## src/sv/pkps_pkg.sv

```systemverilog
`timescale 1ns / 1ps
`default_nettype none
// ----------------------------------------------------------------------------
// pkps_pkg
// Shared constants and types of the keyword preflight scanner.
// ----------------------------------------------------------------------------
package pkps_pkg;

   localparam int unsigned MAX_BYTES = 268435456;
   localparam int unsigned CNT_W     = 29;
   localparam int unsigned TALLY_W   = 27;
   localparam int unsigned MIN_LEN   = 8;
   localparam int unsigned QUEUE_DEPTH = 2;
   localparam int unsigned QPTR_W    = $clog2(QUEUE_DEPTH);
   localparam int unsigned QCNT_W    = $clog2(QUEUE_DEPTH + 1);

   // per-byte classification handed from the front to the back
   typedef struct packed {
      logic hdr_bad;
      logic obj;
      logic javascript;
      logic launch;
      logic embedded;
      logic auto_open;
      logic xref;
      logic eof;
      logic last;
   } class_type;

   typedef struct packed {
      logic               status;
      logic               malformed;
      logic               has_javascript;
      logic               has_launch;
      logic               has_embedded_file;
      logic               has_open_action;
      logic               xref_absent;
      logic               eof_absent;
      logic [TALLY_W-1:0] object_total;
   } summary_type;

endpackage
`default_nettype wire

```

## src/sv/pkps_req_if.sv

```systemverilog
`timescale 1ns / 1ps
`default_nettype none
// ----------------------------------------------------------------------------
// pkps_req_if
// Byte channel into the scanner.
// ----------------------------------------------------------------------------
interface pkps_req_if;
   logic       valid;
   logic       ready;
   logic [7:0] data_byte;
   logic       last_byte;

   modport source (output valid, output data_byte, output last_byte, input ready);
   modport sink (input valid, input data_byte, input last_byte, output ready);
endinterface
`default_nettype wire

```

## src/sv/pkps_rsp_if.sv

```systemverilog
`timescale 1ns / 1ps
`default_nettype none
// ----------------------------------------------------------------------------
// pkps_rsp_if
// Summary channel out of the scanner.
// ----------------------------------------------------------------------------
interface pkps_rsp_if;
   import pkps_pkg::*;
   logic               valid;
   logic               ready;
   logic               status;
   logic               malformed;
   logic               has_javascript;
   logic               has_launch;
   logic               has_embedded_file;
   logic               has_open_action;
   logic               xref_absent;
   logic               eof_absent;
   logic [TALLY_W-1:0] object_total;

   modport source (output valid, output status, output malformed, output has_javascript,
                   output has_launch, output has_embedded_file, output has_open_action,
                   output xref_absent, output eof_absent, output object_total,
                   input ready);
   modport sink (input valid, input status, input malformed, input has_javascript,
                 input has_launch, input has_embedded_file, input has_open_action,
                 input xref_absent, input eof_absent, input object_total,
                 output ready);
endinterface
`default_nettype wire

```

## src/sv/pdf_keyword_preflight_scanner.sv

```systemverilog
`timescale 1ns / 1ps
`default_nettype none
// ----------------------------------------------------------------------------
// pdf_keyword_preflight_scanner
// Streams a document one byte per transfer and reports a keyword summary.
// ----------------------------------------------------------------------------
// Takes one byte per clock cycle while the queue to the back has room. Every
// byte is compared in parallel against all keywords over a 13-byte window (a
// 12-byte shift register plus the incoming byte), so the front never waits
// on anything but the two-entry queue to the back. The back updates counters
// and flags one byte per cycle, bar the final-byte stall below, and, on the
// transfer with last_byte set, registers the summary and rsp_ch.valid, so the
// summary transfers at the earliest in the cycle after the back takes that
// byte. A finished summary waiting on rsp_ch stalls only the next document's
// final byte, not the bytes before. Counters, flags and history then clear.
module pdf_keyword_preflight_scanner (
   input logic         clock,
   input logic         reset,
   pkps_req_if.sink    req_ch,
   pkps_rsp_if.source  rsp_ch
);
   import pkps_pkg::*;

   class_type front_cls;
   logic      front_valid, front_ready;
   class_type back_item;
   logic      back_valid, back_ready;

   pkps_front u_front (
      .clock     (clock),
      .reset     (reset),
      .req_ch    (req_ch),
      .cls       (front_cls),
      .cls_valid (front_valid),
      .cls_ready (front_ready)
   );

   pkps_queue u_queue (
      .clock      (clock),
      .reset      (reset),
      .push_data  (front_cls),
      .push_valid (front_valid),
      .push_ready (front_ready),
      .pop_data   (back_item),
      .pop_valid  (back_valid),
      .pop_ready  (back_ready)
   );

   pkps_back u_back (
      .clock      (clock),
      .reset      (reset),
      .item       (back_item),
      .item_valid (back_valid),
      .item_ready (back_ready),
      .rsp_ch     (rsp_ch)
   );

   // a rejected length carries nothing but the status bit
   assert property (@(posedge clock) disable iff (reset)
      rsp_ch.valid && rsp_ch.status |->
         !rsp_ch.malformed && !rsp_ch.has_javascript && !rsp_ch.has_launch &&
         !rsp_ch.has_embedded_file && !rsp_ch.has_open_action &&
         !rsp_ch.xref_absent && !rsp_ch.eof_absent && (rsp_ch.object_total == '0))
      else $error("rejected summary carries flags");

   // a well-formed summary needs objects and an end marker
   assert property (@(posedge clock) disable iff (reset)
      rsp_ch.valid && !rsp_ch.status && !rsp_ch.malformed |->
         !rsp_ch.eof_absent && (rsp_ch.object_total != '0))
      else $error("well-formed summary without objects or end marker");

   // the queue is empty after reset, so bytes are taken at once
   assert property (@(posedge clock) reset |=> req_ch.ready)
      else $error("input not ready after reset");

   // a non-final byte in the queue never waits on the output side
   assert property (@(posedge clock) disable iff (reset)
      back_valid && !back_item.last |-> back_ready)
      else $error("back stalled on a byte without result");

endmodule
`default_nettype wire

```

## src/sv/pkps_front.sv

```systemverilog
`timescale 1ns / 1ps
`default_nettype none
// ----------------------------------------------------------------------------
// pkps_front
// Byte history and parallel keyword compares; classifies each byte.
// ----------------------------------------------------------------------------
module pkps_front (
   input  logic                clock,
   input  logic                reset,
   pkps_req_if.sink            req_ch,
   output pkps_pkg::class_type cls,
   output logic                cls_valid,
   input  logic                cls_ready
);
   import pkps_pkg::*;

   localparam int unsigned HIST_BYTES = 12;
   localparam int unsigned HIST_BITS  = HIST_BYTES * 8;
   localparam int unsigned WIN_BITS   = HIST_BITS + 8;
   localparam logic [2:0]  HDR_LEN    = 3'd5;

   localparam logic [39:0]  PAT_HDR        = "%PDF-";
   localparam logic [31:0]  PAT_OBJ        = " obj";
   localparam logic [87:0]  PAT_JAVASCRIPT = "/JavaScript";
   localparam logic [23:0]  PAT_JS         = "/JS";
   localparam logic [55:0]  PAT_LAUNCH     = "/Launch";
   localparam logic [103:0] PAT_EMBEDDED   = "/EmbeddedFile";
   localparam logic [87:0]  PAT_OPEN       = "/OpenAction";
   localparam logic [31:0]  PAT_XREF       = "xref";
   localparam logic [39:0]  PAT_EOF        = "%%EOF";

   logic [HIST_BITS-1:0] hist_ff, hist_in;
   logic [2:0]           pos_ff, pos_in;
   logic [WIN_BITS-1:0]  window;
   logic [7:0]           hdr_char;
   logic                 take;

   assign req_ch.ready = cls_ready;
   assign cls_valid    = req_ch.valid;
   assign take         = req_ch.valid && cls_ready;

   // oldest byte in the top bits, current byte in the bottom
   assign window = {hist_ff, req_ch.data_byte};

   always_comb begin
      case (pos_ff)
         3'd0:    hdr_char = PAT_HDR[39:32];
         3'd1:    hdr_char = PAT_HDR[31:24];
         3'd2:    hdr_char = PAT_HDR[23:16];
         3'd3:    hdr_char = PAT_HDR[15:8];
         3'd4:    hdr_char = PAT_HDR[7:0];
         default: hdr_char = 8'h00;
      endcase
   end

   always_comb begin
      cls.hdr_bad    = (pos_ff < HDR_LEN) && (req_ch.data_byte != hdr_char);
      cls.obj        = (window[31:0] == PAT_OBJ);
      cls.javascript = (window[87:0] == PAT_JAVASCRIPT) || (window[23:0] == PAT_JS);
      cls.launch     = (window[55:0] == PAT_LAUNCH);
      cls.embedded   = (window[103:0] == PAT_EMBEDDED);
      cls.auto_open  = (window[87:0] == PAT_OPEN);
      cls.xref       = (window[31:0] == PAT_XREF);
      cls.eof        = (window[39:0] == PAT_EOF);
      cls.last       = req_ch.last_byte;
   end

   always_comb begin
      hist_in = hist_ff;
      pos_in  = pos_ff;
      if (take) begin
         if (req_ch.last_byte) begin
            // no match may span two documents
            hist_in = '0;
            pos_in  = '0;
         end else begin
            hist_in = {hist_ff[HIST_BITS-9:0], req_ch.data_byte};
            if (pos_ff < HDR_LEN) begin
               pos_in = pos_ff + 3'd1;
            end
         end
      end
   end

   always_ff @(posedge clock) begin
      if (reset) begin
         hist_ff <= '0;
         pos_ff  <= '0;
      end else begin
         hist_ff <= hist_in;
         pos_ff  <= pos_in;
      end
   end

endmodule
`default_nettype wire

```

## src/sv/pkps_queue.sv

```systemverilog
`timescale 1ns / 1ps
`default_nettype none
// ----------------------------------------------------------------------------
// pkps_queue
// Short queue of classified bytes between the front and the back.
// ----------------------------------------------------------------------------
module pkps_queue (
   input  logic                clock,
   input  logic                reset,
   input  pkps_pkg::class_type push_data,
   input  logic                push_valid,
   output logic                push_ready,
   output pkps_pkg::class_type pop_data,
   output logic                pop_valid,
   input  logic                pop_ready
);
   import pkps_pkg::*;

   class_type         mem [QUEUE_DEPTH];
   logic [QPTR_W-1:0] wr_ptr_ff, wr_ptr_in;
   logic [QPTR_W-1:0] rd_ptr_ff, rd_ptr_in;
   logic [QCNT_W-1:0] count_ff, count_in;
   logic              push, pop;

   assign push_ready = (count_ff != QCNT_W'(QUEUE_DEPTH));
   assign pop_valid  = (count_ff != '0);
   assign pop_data   = mem[rd_ptr_ff];
   assign push       = push_valid && push_ready;
   assign pop        = pop_valid && pop_ready;

   always_comb begin
      wr_ptr_in = push ? wr_ptr_ff + QPTR_W'(1) : wr_ptr_ff;
      rd_ptr_in = pop ? rd_ptr_ff + QPTR_W'(1) : rd_ptr_ff;
      count_in  = count_ff;
      if (push && !pop) begin
         count_in = count_ff + QCNT_W'(1);
      end else if (pop && !push) begin
         count_in = count_ff - QCNT_W'(1);
      end
   end

   always_ff @(posedge clock) begin
      if (push) begin
         mem[wr_ptr_ff] <= push_data;
      end
   end

   always_ff @(posedge clock) begin
      if (reset) begin
         wr_ptr_ff <= '0;
         rd_ptr_ff <= '0;
         count_ff  <= '0;
      end else begin
         wr_ptr_ff <= wr_ptr_in;
         rd_ptr_ff <= rd_ptr_in;
         count_ff  <= count_in;
      end
   end

endmodule
`default_nettype wire

```

## src/sv/pkps_back.sv

```systemverilog
`timescale 1ns / 1ps
`default_nettype none
// ----------------------------------------------------------------------------
// pkps_back
// Byte count, object tally and seen flags; builds and holds the summary.
// ----------------------------------------------------------------------------
module pkps_back (
   input  logic                clock,
   input  logic                reset,
   input  pkps_pkg::class_type item,
   input  logic                item_valid,
   output logic                item_ready,
   pkps_rsp_if.source          rsp_ch
);
   import pkps_pkg::*;

   localparam logic [CNT_W-1:0] CNT_MAX = CNT_W'(MAX_BYTES);
   localparam logic [CNT_W-1:0] CNT_MIN = CNT_W'(MIN_LEN);

   logic [CNT_W-1:0]   bytes_ff, bytes_in, bytes_next;
   logic [TALLY_W-1:0] tally_ff, tally_in, tally_next;
   logic               good_ff, good_in, good_next;
   logic               js_ff, launch_ff, embed_ff, open_ff, xref_ff, eof_ff;
   logic               js_in, launch_in, embed_in, open_in, xref_in, eof_in;
   logic               rsp_valid_ff, rsp_valid_in;
   summary_type        sum_ff, sum_in;
   logic               take, finish;

   // bytes that cause no result never wait on the output register
   assign item_ready = !item.last || !rsp_valid_ff || rsp_ch.ready;
   assign take       = item_valid && item_ready;
   assign finish     = take && item.last;

   always_comb begin
      bytes_next = (bytes_ff <= CNT_MAX) ? bytes_ff + CNT_W'(1) : bytes_ff;
      tally_next = (item.obj && (tally_ff != '1)) ? tally_ff + TALLY_W'(1) : tally_ff;
      good_next  = good_ff && !item.hdr_bad;
      js_in      = js_ff || item.javascript;
      launch_in  = launch_ff || item.launch;
      embed_in   = embed_ff || item.embedded;
      open_in    = open_ff || item.auto_open;
      xref_in    = xref_ff || item.xref;
      eof_in     = eof_ff || item.eof;
   end

   always_comb begin
      sum_in = '0;
      if ((bytes_next < CNT_MIN) || (bytes_next > CNT_MAX)) begin
         sum_in.status = 1'b1;
      end else if (!good_next) begin
         sum_in.malformed = 1'b1;
      end else begin
         sum_in.malformed         = (tally_next == '0) || !eof_in;
         sum_in.has_javascript    = js_in;
         sum_in.has_launch        = launch_in;
         sum_in.has_embedded_file = embed_in;
         sum_in.has_open_action   = open_in;
         sum_in.xref_absent       = !xref_in;
         sum_in.eof_absent        = !eof_in;
         sum_in.object_total      = tally_next;
      end
   end

   always_comb begin
      bytes_in = bytes_ff;
      tally_in = tally_ff;
      good_in  = good_ff;
      if (take) begin
         bytes_in = finish ? '0 : bytes_next;
         tally_in = finish ? '0 : tally_next;
         good_in  = finish ? 1'b1 : good_next;
      end
      if (finish) begin
         rsp_valid_in = 1'b1;
      end else if (rsp_ch.ready) begin
         rsp_valid_in = 1'b0;
      end else begin
         rsp_valid_in = rsp_valid_ff;
      end
   end

   always_ff @(posedge clock) begin
      if (reset) begin
         bytes_ff     <= '0;
         tally_ff     <= '0;
         good_ff      <= 1'b1;
         js_ff        <= 1'b0;
         launch_ff    <= 1'b0;
         embed_ff     <= 1'b0;
         open_ff      <= 1'b0;
         xref_ff      <= 1'b0;
         eof_ff       <= 1'b0;
         rsp_valid_ff <= 1'b0;
      end else begin
         bytes_ff     <= bytes_in;
         tally_ff     <= tally_in;
         good_ff      <= good_in;
         rsp_valid_ff <= rsp_valid_in;
         if (take) begin
            js_ff     <= js_in && !finish;
            launch_ff <= launch_in && !finish;
            embed_ff  <= embed_in && !finish;
            open_ff   <= open_in && !finish;
            xref_ff   <= xref_in && !finish;
            eof_ff    <= eof_in && !finish;
         end
      end
   end

   always_ff @(posedge clock) begin
      if (finish) begin
         sum_ff <= sum_in;
      end
   end

   assign rsp_ch.valid             = rsp_valid_ff;
   assign rsp_ch.status            = sum_ff.status;
   assign rsp_ch.malformed         = sum_ff.malformed;
   assign rsp_ch.has_javascript    = sum_ff.has_javascript;
   assign rsp_ch.has_launch        = sum_ff.has_launch;
   assign rsp_ch.has_embedded_file = sum_ff.has_embedded_file;
   assign rsp_ch.has_open_action   = sum_ff.has_open_action;
   assign rsp_ch.xref_absent       = sum_ff.xref_absent;
   assign rsp_ch.eof_absent        = sum_ff.eof_absent;
   assign rsp_ch.object_total      = sum_ff.object_total;

endmodule
`default_nettype wire
```

## src/flat_wrapper.sv

```systemverilog
// flat-port wrapper written by rule: the top's interface ports become plain ports
module pdf_keyword_preflight_scanner_flat import pkps_pkg::*;
  (clock, reset, req_ch_valid, req_ch_data_byte, req_ch_last_byte, req_ch_ready, rsp_ch_valid, rsp_ch_status, rsp_ch_malformed, rsp_ch_has_javascript, rsp_ch_has_launch, rsp_ch_has_embedded_file, rsp_ch_has_open_action, rsp_ch_xref_absent, rsp_ch_eof_absent, rsp_ch_object_total, rsp_ch_ready);
  pkps_req_if req_ch_i ();
  pkps_rsp_if rsp_ch_i ();
  input logic clock;
  input logic reset;
  input wire logic [$bits(req_ch_i.valid)-1:0] req_ch_valid;
  input wire logic [$bits(req_ch_i.data_byte)-1:0] req_ch_data_byte;
  input wire logic [$bits(req_ch_i.last_byte)-1:0] req_ch_last_byte;
  output wire logic [$bits(req_ch_i.ready)-1:0] req_ch_ready;
  output wire logic [$bits(rsp_ch_i.valid)-1:0] rsp_ch_valid;
  output wire logic [$bits(rsp_ch_i.status)-1:0] rsp_ch_status;
  output wire logic [$bits(rsp_ch_i.malformed)-1:0] rsp_ch_malformed;
  output wire logic [$bits(rsp_ch_i.has_javascript)-1:0] rsp_ch_has_javascript;
  output wire logic [$bits(rsp_ch_i.has_launch)-1:0] rsp_ch_has_launch;
  output wire logic [$bits(rsp_ch_i.has_embedded_file)-1:0] rsp_ch_has_embedded_file;
  output wire logic [$bits(rsp_ch_i.has_open_action)-1:0] rsp_ch_has_open_action;
  output wire logic [$bits(rsp_ch_i.xref_absent)-1:0] rsp_ch_xref_absent;
  output wire logic [$bits(rsp_ch_i.eof_absent)-1:0] rsp_ch_eof_absent;
  output wire logic [$bits(rsp_ch_i.object_total)-1:0] rsp_ch_object_total;
  input wire logic [$bits(rsp_ch_i.ready)-1:0] rsp_ch_ready;
  assign req_ch_i.valid = req_ch_valid;
  assign req_ch_i.data_byte = req_ch_data_byte;
  assign req_ch_i.last_byte = req_ch_last_byte;
  assign req_ch_ready = req_ch_i.ready;
  assign rsp_ch_valid = rsp_ch_i.valid;
  assign rsp_ch_status = rsp_ch_i.status;
  assign rsp_ch_malformed = rsp_ch_i.malformed;
  assign rsp_ch_has_javascript = rsp_ch_i.has_javascript;
  assign rsp_ch_has_launch = rsp_ch_i.has_launch;
  assign rsp_ch_has_embedded_file = rsp_ch_i.has_embedded_file;
  assign rsp_ch_has_open_action = rsp_ch_i.has_open_action;
  assign rsp_ch_xref_absent = rsp_ch_i.xref_absent;
  assign rsp_ch_eof_absent = rsp_ch_i.eof_absent;
  assign rsp_ch_object_total = rsp_ch_i.object_total;
  assign rsp_ch_i.ready = rsp_ch_ready;
  pdf_keyword_preflight_scanner u_core (.clock(clock), .reset(reset), .req_ch(req_ch_i), .rsp_ch(rsp_ch_i));
endmodule
```

## config.mk

```make
export PLATFORM = sky130hd
export DESIGN_NAME = pdf_keyword_preflight_scanner_flat
export DESIGN_NICKNAME = d
export VERILOG_FILES = /design/src/sv/pkps_pkg.sv /design/src/sv/pkps_req_if.sv /design/src/sv/pkps_rsp_if.sv /design/src/sv/pdf_keyword_preflight_scanner.sv /design/src/sv/pkps_front.sv /design/src/sv/pkps_queue.sv /design/src/sv/pkps_back.sv /design/src/flat_wrapper.sv
export SDC_FILE = /design/constraint.sdc
export NUM_CORES = 1
export LEC_CHECK = 0
export BUFFER_PORTS_ARGS = -buffer_cell sky130_fd_sc_hd__buf_2
export CORE_UTILIZATION = 43
export DETAILED_ROUTE_END_ITERATION = 8
export REMOVE_ABC_BUFFERS = 1
export SLEW_MARGIN = 5
export SYNTH_ARGS = -nofsm -noshare
export SYNTH_HDL_FRONTEND = slang
export SYNTH_HIERARCHICAL = 1
export SYNTH_SLANG_ARGS = --single-unit
```

## constraint.sdc

```tcl
create_clock -name clock -period 4.2 [get_ports clock]
set_clock_uncertainty 0.05 [all_clocks]
set_input_delay 0.21 -clock clock [delete_from_list [all_inputs] [get_ports clock]]
set_output_delay 0.21 -clock clock [all_outputs]
set_load 0.01 [all_outputs]
```

Yosys cells after proc, flatten, opt, wreduce, memory -nomap -nowiden
Memories as Yosys holds them, arrays and structs flattened. A register that Yosys moved wholly into a read port is not among the register bits.
Index checks and enable logic that the tools add are counted.
Word-level totals
  register bits: 202
  memory bits (writable): 18
  input port bits: 13
  word-level logic and storage cells: 112
  memories kept: 1
Operators by class
  $add $sub $neg: 7
  $lt $le $gt $ge: 4
  eq/ne operators: 15
  mux-type cells: 19
  bitwise operators: 1
  reduce and logical (&&, ||, !) cells: 41
Memory list
  u_core.u_queue.mem: depth 2, width 9, rd ports 1, clocked after memory_dff 1, wr ports 1, RTL line pkps_queue.sv:19  | class_type mem [QUEUE_DEPTH];
Operator list (number)
  == test 88 x 86 -> 1 bit, second input constant: 2
  == test 104 x 102 -> 1 bit, second input constant: 1
  two-way mux 96 bit: 1
  two-way mux 29 bit: 2
  == test 56 x 54 -> 1 bit, second input constant: 1
  two-way mux 27 bit: 2
  == test 40 x 38 -> 1 bit, second input constant: 1
  case mux 7 bit (5 select lines): 1
  == test 32 x 30 -> 1 bit, second input constant: 1
  == test 32 x 31 -> 1 bit, second input constant: 1
  adder 29 x 1 -> 29 bit, second input constant: 1
  > comparator 29 bit, second input constant: 1
  <= comparator 29 bit, second input constant: 1
  less-than comparator 29 x 4 -> 1 bit, second input constant: 1
  adder 27 x 1 -> 27 bit, second input constant: 1
  zero test 27 bit: 1
  inequality test 27 bit, second input constant: 1
  == test 24 x 22 -> 1 bit, second input constant: 1
  logical AND 1 bit: 14
  logical OR 1 bit: 11
  two-way mux 1 bit: 9
  zero test 1 bit: 8
  inequality test 8 bit: 1
  nonzero test 2 bit: 4
  other kinds (15): 19

Depth between registers and ports, before layout
  word-level depth: 7
  depth in mapped cells: 13
  gate-level depth less buffers: 11

Hierarchy
Netlist, hierarchy kept.
By module, submodules not included
  pkps_back: times used 1, cells an instance 684, area an instance 5616.6 um^2, seq. area each 2332.2 um^2
  pkps_front: times used 1, cells an instance 578, area an instance 4713.3 um^2, seq. area each 1981.9 um^2
  pkps_queue: times used 1, cells an instance 52, area an instance 869.6 um^2, seq. area each 640.6 um^2

Worst setup path before layout
No wires, ideal clock.
  path kind: flip-flop to flip-flop
  start: register u_core.u_back.bytes_ff[19]
  end: register u_core.u_back.sum_ff (netlist bit u_core/u_back/rsp_ch.object_total[17]), data pin
  library setup time: 0.271 ns
  arrival time: 2.660 ns
  required time: 3.879 ns
  path slack: 1.219 ns
  cell stages (with the launch flop): 12
  buffers on the path: 2
  cell sequence: dfxtp_1 clkbuf_1 nor4_2 nand4_1 o21a_1 nor2_1 mux2_2 nor4_1 nand4_2 mux2i_4 buf_6 nor3_2
Between the ends
  cells in the longest elaborated chain, start to end: 5
RTL lines
  start, declared: RTL line pkps_back.sv:20  | logic [CNT_W-1:0] bytes_ff, bytes_in, bytes_next;
  start signal, assigned: RTL line pkps_back.sv:95  | bytes_ff <= bytes_in;
  adder 29 x 1 -> 29 bit / <= comparator 29 bit (equally long branches): RTL line pkps_back.sv:35  | bytes_next = (bytes_ff <= CNT_MAX) ? bytes_ff + CNT_W'(1) : bytes_ff;
  two-way mux 29 bit *: RTL line pkps_back.sv:35
  less-than comparator 29 x 4 -> 1 bit / > comparator 29 bit (equally long branches): RTL line pkps_back.sv:48  | if ((bytes_next < CNT_MIN) || (bytes_next > CNT_MAX)) begin
  logical OR 1 bit *: RTL line pkps_back.sv:48
  OR reduction 2 bit (no line) *
  end signal, assigned: RTL line pkps_back.sv:112  | sum_ff <= sum_in;
  end, declared: RTL line pkps_back.sv:26  | summary_type sum_ff, sum_in;
Mark *: on every way between the ends. The rest lies on a longest branch, timed or not.
A chain may end at the register's enable or synchronous reset.

Worst setup path after layout
  start: register u_core.u_back.bytes_ff[15]
  end: register u_core.u_back.sum_ff (netlist bit u_core/u_back/rsp_ch.xref_absent), data pin
Same word-level chain as after synthesis.

==> metrics.md <==
| Metric | Value |
|---|---|
| Die area | 26,700 sq um |
| Max IR drop VDD | 0.363 mV |
| Pwr Density | 470 nW/um^2 |
| Asr flop ratio synth | 0 |
| Final setup viols | 0 |
| PnR Total Power | 0.00585 W |
| Worst-path fanout max | 35 |
| Detailed-route via count | 9,455 |
| # nets final | 1,332 |
| Critical path's largest stage delay | 0.52 ns |
| Vias in the first global route | 8,841 |
| Clk pwr share | 0.376 |
| DRC violation count after routing | 0 |
| Resize count post-CTS | 0 |
| CP top delay family | simple AND/OR/NAND/NOR gates |
| IO Port Bufs | 49 |
| Grt ovf | 0 |
| Tot GR Track Use | 0.214 |
| Worst setup SP type | register |
| RSZ-0062 raised after global routing | false |
| # rows | 58 |
| Switching Share | 0.304 |
| Post-synth EDFFs | 53 |
| Starting DRT DRC Count | 631 |
| DRT Pass-1 Iters | 5 |
| Max-slew headroom | 0.308 |
| Count of final hold-check violations | 0 |
| Io pins | 50 |
| Top cell by count, worst path | nor4_1 |
| Root Driver | clkbuf_16 |
| Core area | 25,400 sq um |
| Setup TNS | 0 ns |
| Setup bufs post-CTS | 0 |
| Synth area leaders | dfxtp_1 (30%), edfxtp_1 (14%), nor2_1 (7.9%) |
| Num CTS Buffers | 25 |
| Die width | 163 microns |
| Count leader, synth | nor2_1 |
| CP Class | reg2reg |
| Clock Path Buffers | 3 |
| Power Internal | 0.00407 W |
| Ant. Diodes | 0 |
| Layout area overhead | 11.2% |
| First-pass GRT wire length | 46,500 microns |
| Fmax | 0.282 GHz |
| Worst skew pair latency | 0.52 ns |
| Sequential area share after synthesis | 0.442 |
| Period minus WS final | 3.54 ns |
| WP data required | 4.48 ns |
| WL final | 28,200 microns |
| Share of layout cells above drive strength 1 | 0.109 |
| Yosys top cell area share | 0.300 |
| Mapped Cells | 1,314 |
| Most frequent cells after synthesis | nor2_1 (236), dfxtp_1 (168), a21oi_1 (138) |
| Crit end category | register |
| Routed length per instance | 17.1 microns |
| Synthesized area per cell | 8.52 sq um |
| Synth warn | 6 |
| Number of filler cells placed in the layout | 2,510 |
| Worst EP arrival | 3.83 ns |
| Outcome | completed |
| Max Cap Viol | 0 |
| Clk sink count | 221 |
| Distinct cells, synth | 69 |
| GPL Wtd Cong | 0.930 |
| Clock-pin transition on the worst setup and hold timing paths | 0.06 ns |
| Yosys reg bits | 221 |
| Flop pwr share | 0.417 |
| Die Span Y | 163 microns |
| Max-slew violation count | 0 |
| Slew at the pin closest to its max-slew limit | 1.04 ns |
| Initial Util | 0.441 |
| Final worst-path cycle share | 0.844 |
| Prevailing post-synth register cell | dfxtp_1 |
| Slowest CP cell | nor4_1 |
| Remaining antenna violation count | 0 |
| Via density | 5.71 |
| Comb power frac | 0.207 |
| Syn Std Cell Area | 11,200 sq um |
| H-tree depth | 1 |
| CTS tree | built |
| Largest net degree at the start of global routing | 104 |
| Cell taking the most area after synthesis | dfxtp_1 |
| CP Buf/Inv Count | 1 |
| Switch Pwr | 0.00178 W |
| Crit path cell chain | nor4_1 > nand4_1 > o21a_1 > nor2_1 > mux2_2 > nor4_1 > nand4_2 > mux2i_4 > buf_12 > nor4_1 |
| Antenna violations before repair | 0 |
| Leakage | 4.10 nW |
| DP HPWL | 19,100 microns |
| Worst Hold Class | in2reg |
[what timing repair did]
action | in CTS | in global routing
endpoints found under the hold margin | 2 | 0
setup endpoints to repair | 0 | 0
hold buffers | 2 | 0
[cell type report]
cell class / instances / area (sq um) / share of cell area
multi-input cells: 978 / 5770 / 0.463
flip-flops and latches: 221 / 4950 / 0.398
clock buffers: 36 / 707 / 0.0567
repair buffers: 70 / 438 / 0.0352
well taps: 330 / 413 / 0.0331
clock inverters: 8 / 123 / 0.00984
inverters: 13 / 48.8 / 0.00392
[layout by cell type (no fill, tap or decap), drive strengths merged, types with 36 or more instances in the layout]
master / netlist / layout
a21oi: 138 / 138
buf: 27 / 68
clkbuf: 75 / 36
dfxtp: 168 / 168
edfxtp: 53 / 53
nand2: 68 / 68
nand3: 36 / 36
nor2: 236 / 236
nor3: 44 / 44
nor3b: 102 / 102
o21ai: 48 / 48
[cells by family after synthesis]
| logic type | Yosys count | synth area share |
|---|---|---|
| AO/OA/AOI/OAI | 265 | 0.138 |
| XOR/XNOR | 40 | 0.0313 |
| adder cells (fa/ha/maj) | 10 | 0.0112 |
| buffers and inverters | 115 | 0.0429 |
| flip-flops | 221 | 0.442 |
| multiplexers | 17 | 0.0175 |
| AND/OR/NAND/NOR | 646 | 0.317 |
[power groups by stage]
stage	logic, W	clock network, W	registers [W]
after floorplan	0.000672	0	0.00253
after global placement	0.00121	0	0.00248
after detailed placement	0.00122	0	0.00249
after CTS	0.00122	0.00226	0.00244
after global routing	0.00134	0.00235	0.00246
final	0.00121	0.00220	0.00244
[through the flow]
step           setup slack, ns  area [sq um]   util  hold slack, ns  std cells
4_1_cts                  0.672         12500  0.490          0.0661       1656
2_1_floorplan           -0.257         10800      -           0.229       1212
6_report                 0.656         12500  0.490          0.0810       1656
5_1_grt                  0.449         12500  0.490          0.0908       1656
3_5_place_dp             0.688         11600  0.457           0.399       1610
3_3_place_gp             0.711         11600  0.457           0.392       1610
[path summary, 6_finish.rpt]
check	startpoint	cells past startpoint	end	slack, ns
worst max-delay path	u_core/u_back/bytes_ff[15]	10	u_core/u_back/rsp_ch.xref_absent	0.66
worst min-delay path	req_ch_data_byte[6]	4	u_core/u_front/hist_ff[6]	0.08
worst max register to register	u_core/u_back/bytes_ff[15]	10	u_core/u_back/rsp_ch.xref_absent	0.66
worst min register to register	u_core/u_back/js_ff	2	u_core/u_back/js_ff	0.41
[registers in the layout, summed over array words and instances (netlist names), 2 cells and up, named ones only]
| signal | count |
|---|---|
| u_core/u_back/bytes_ff | 29 |
| u_core/u_back/rsp_ch.object_total | 27 |
| u_core/u_back/tally_ff | 27 |
| u_core/u_front/hist_ff | 96 |
| u_core/u_front/pos_ff | 3 |
| u_core/u_queue/count_ff | 2 |
| u_core/u_queue/mem | 18 |
[per-layer routing]
layer / vias to the layer above / share of wire / global-route usage / wire (microns)
met5: - / 0 / 0 / 0
met3: 52 / 0.046 / 0.0262 / 1290
met1: 4432 / 0.47 / 0.295 / 13200
li1: 4730 / - / - / -
met2: 241 / 0.46 / 0.349 / 13100
met4: 0 / 0.022 / 0.0595 / 633
[worst register-to-register path, delay by kind of cell, from the launching register on]
family          cells  cell delay, ns
buf+inv             1            0.20
simple gates        6            1.77
compound gates      1            0.32
mux                 2            0.60
flops               1            0.42
Note: power is estimated with default switching activity, not from simulation.
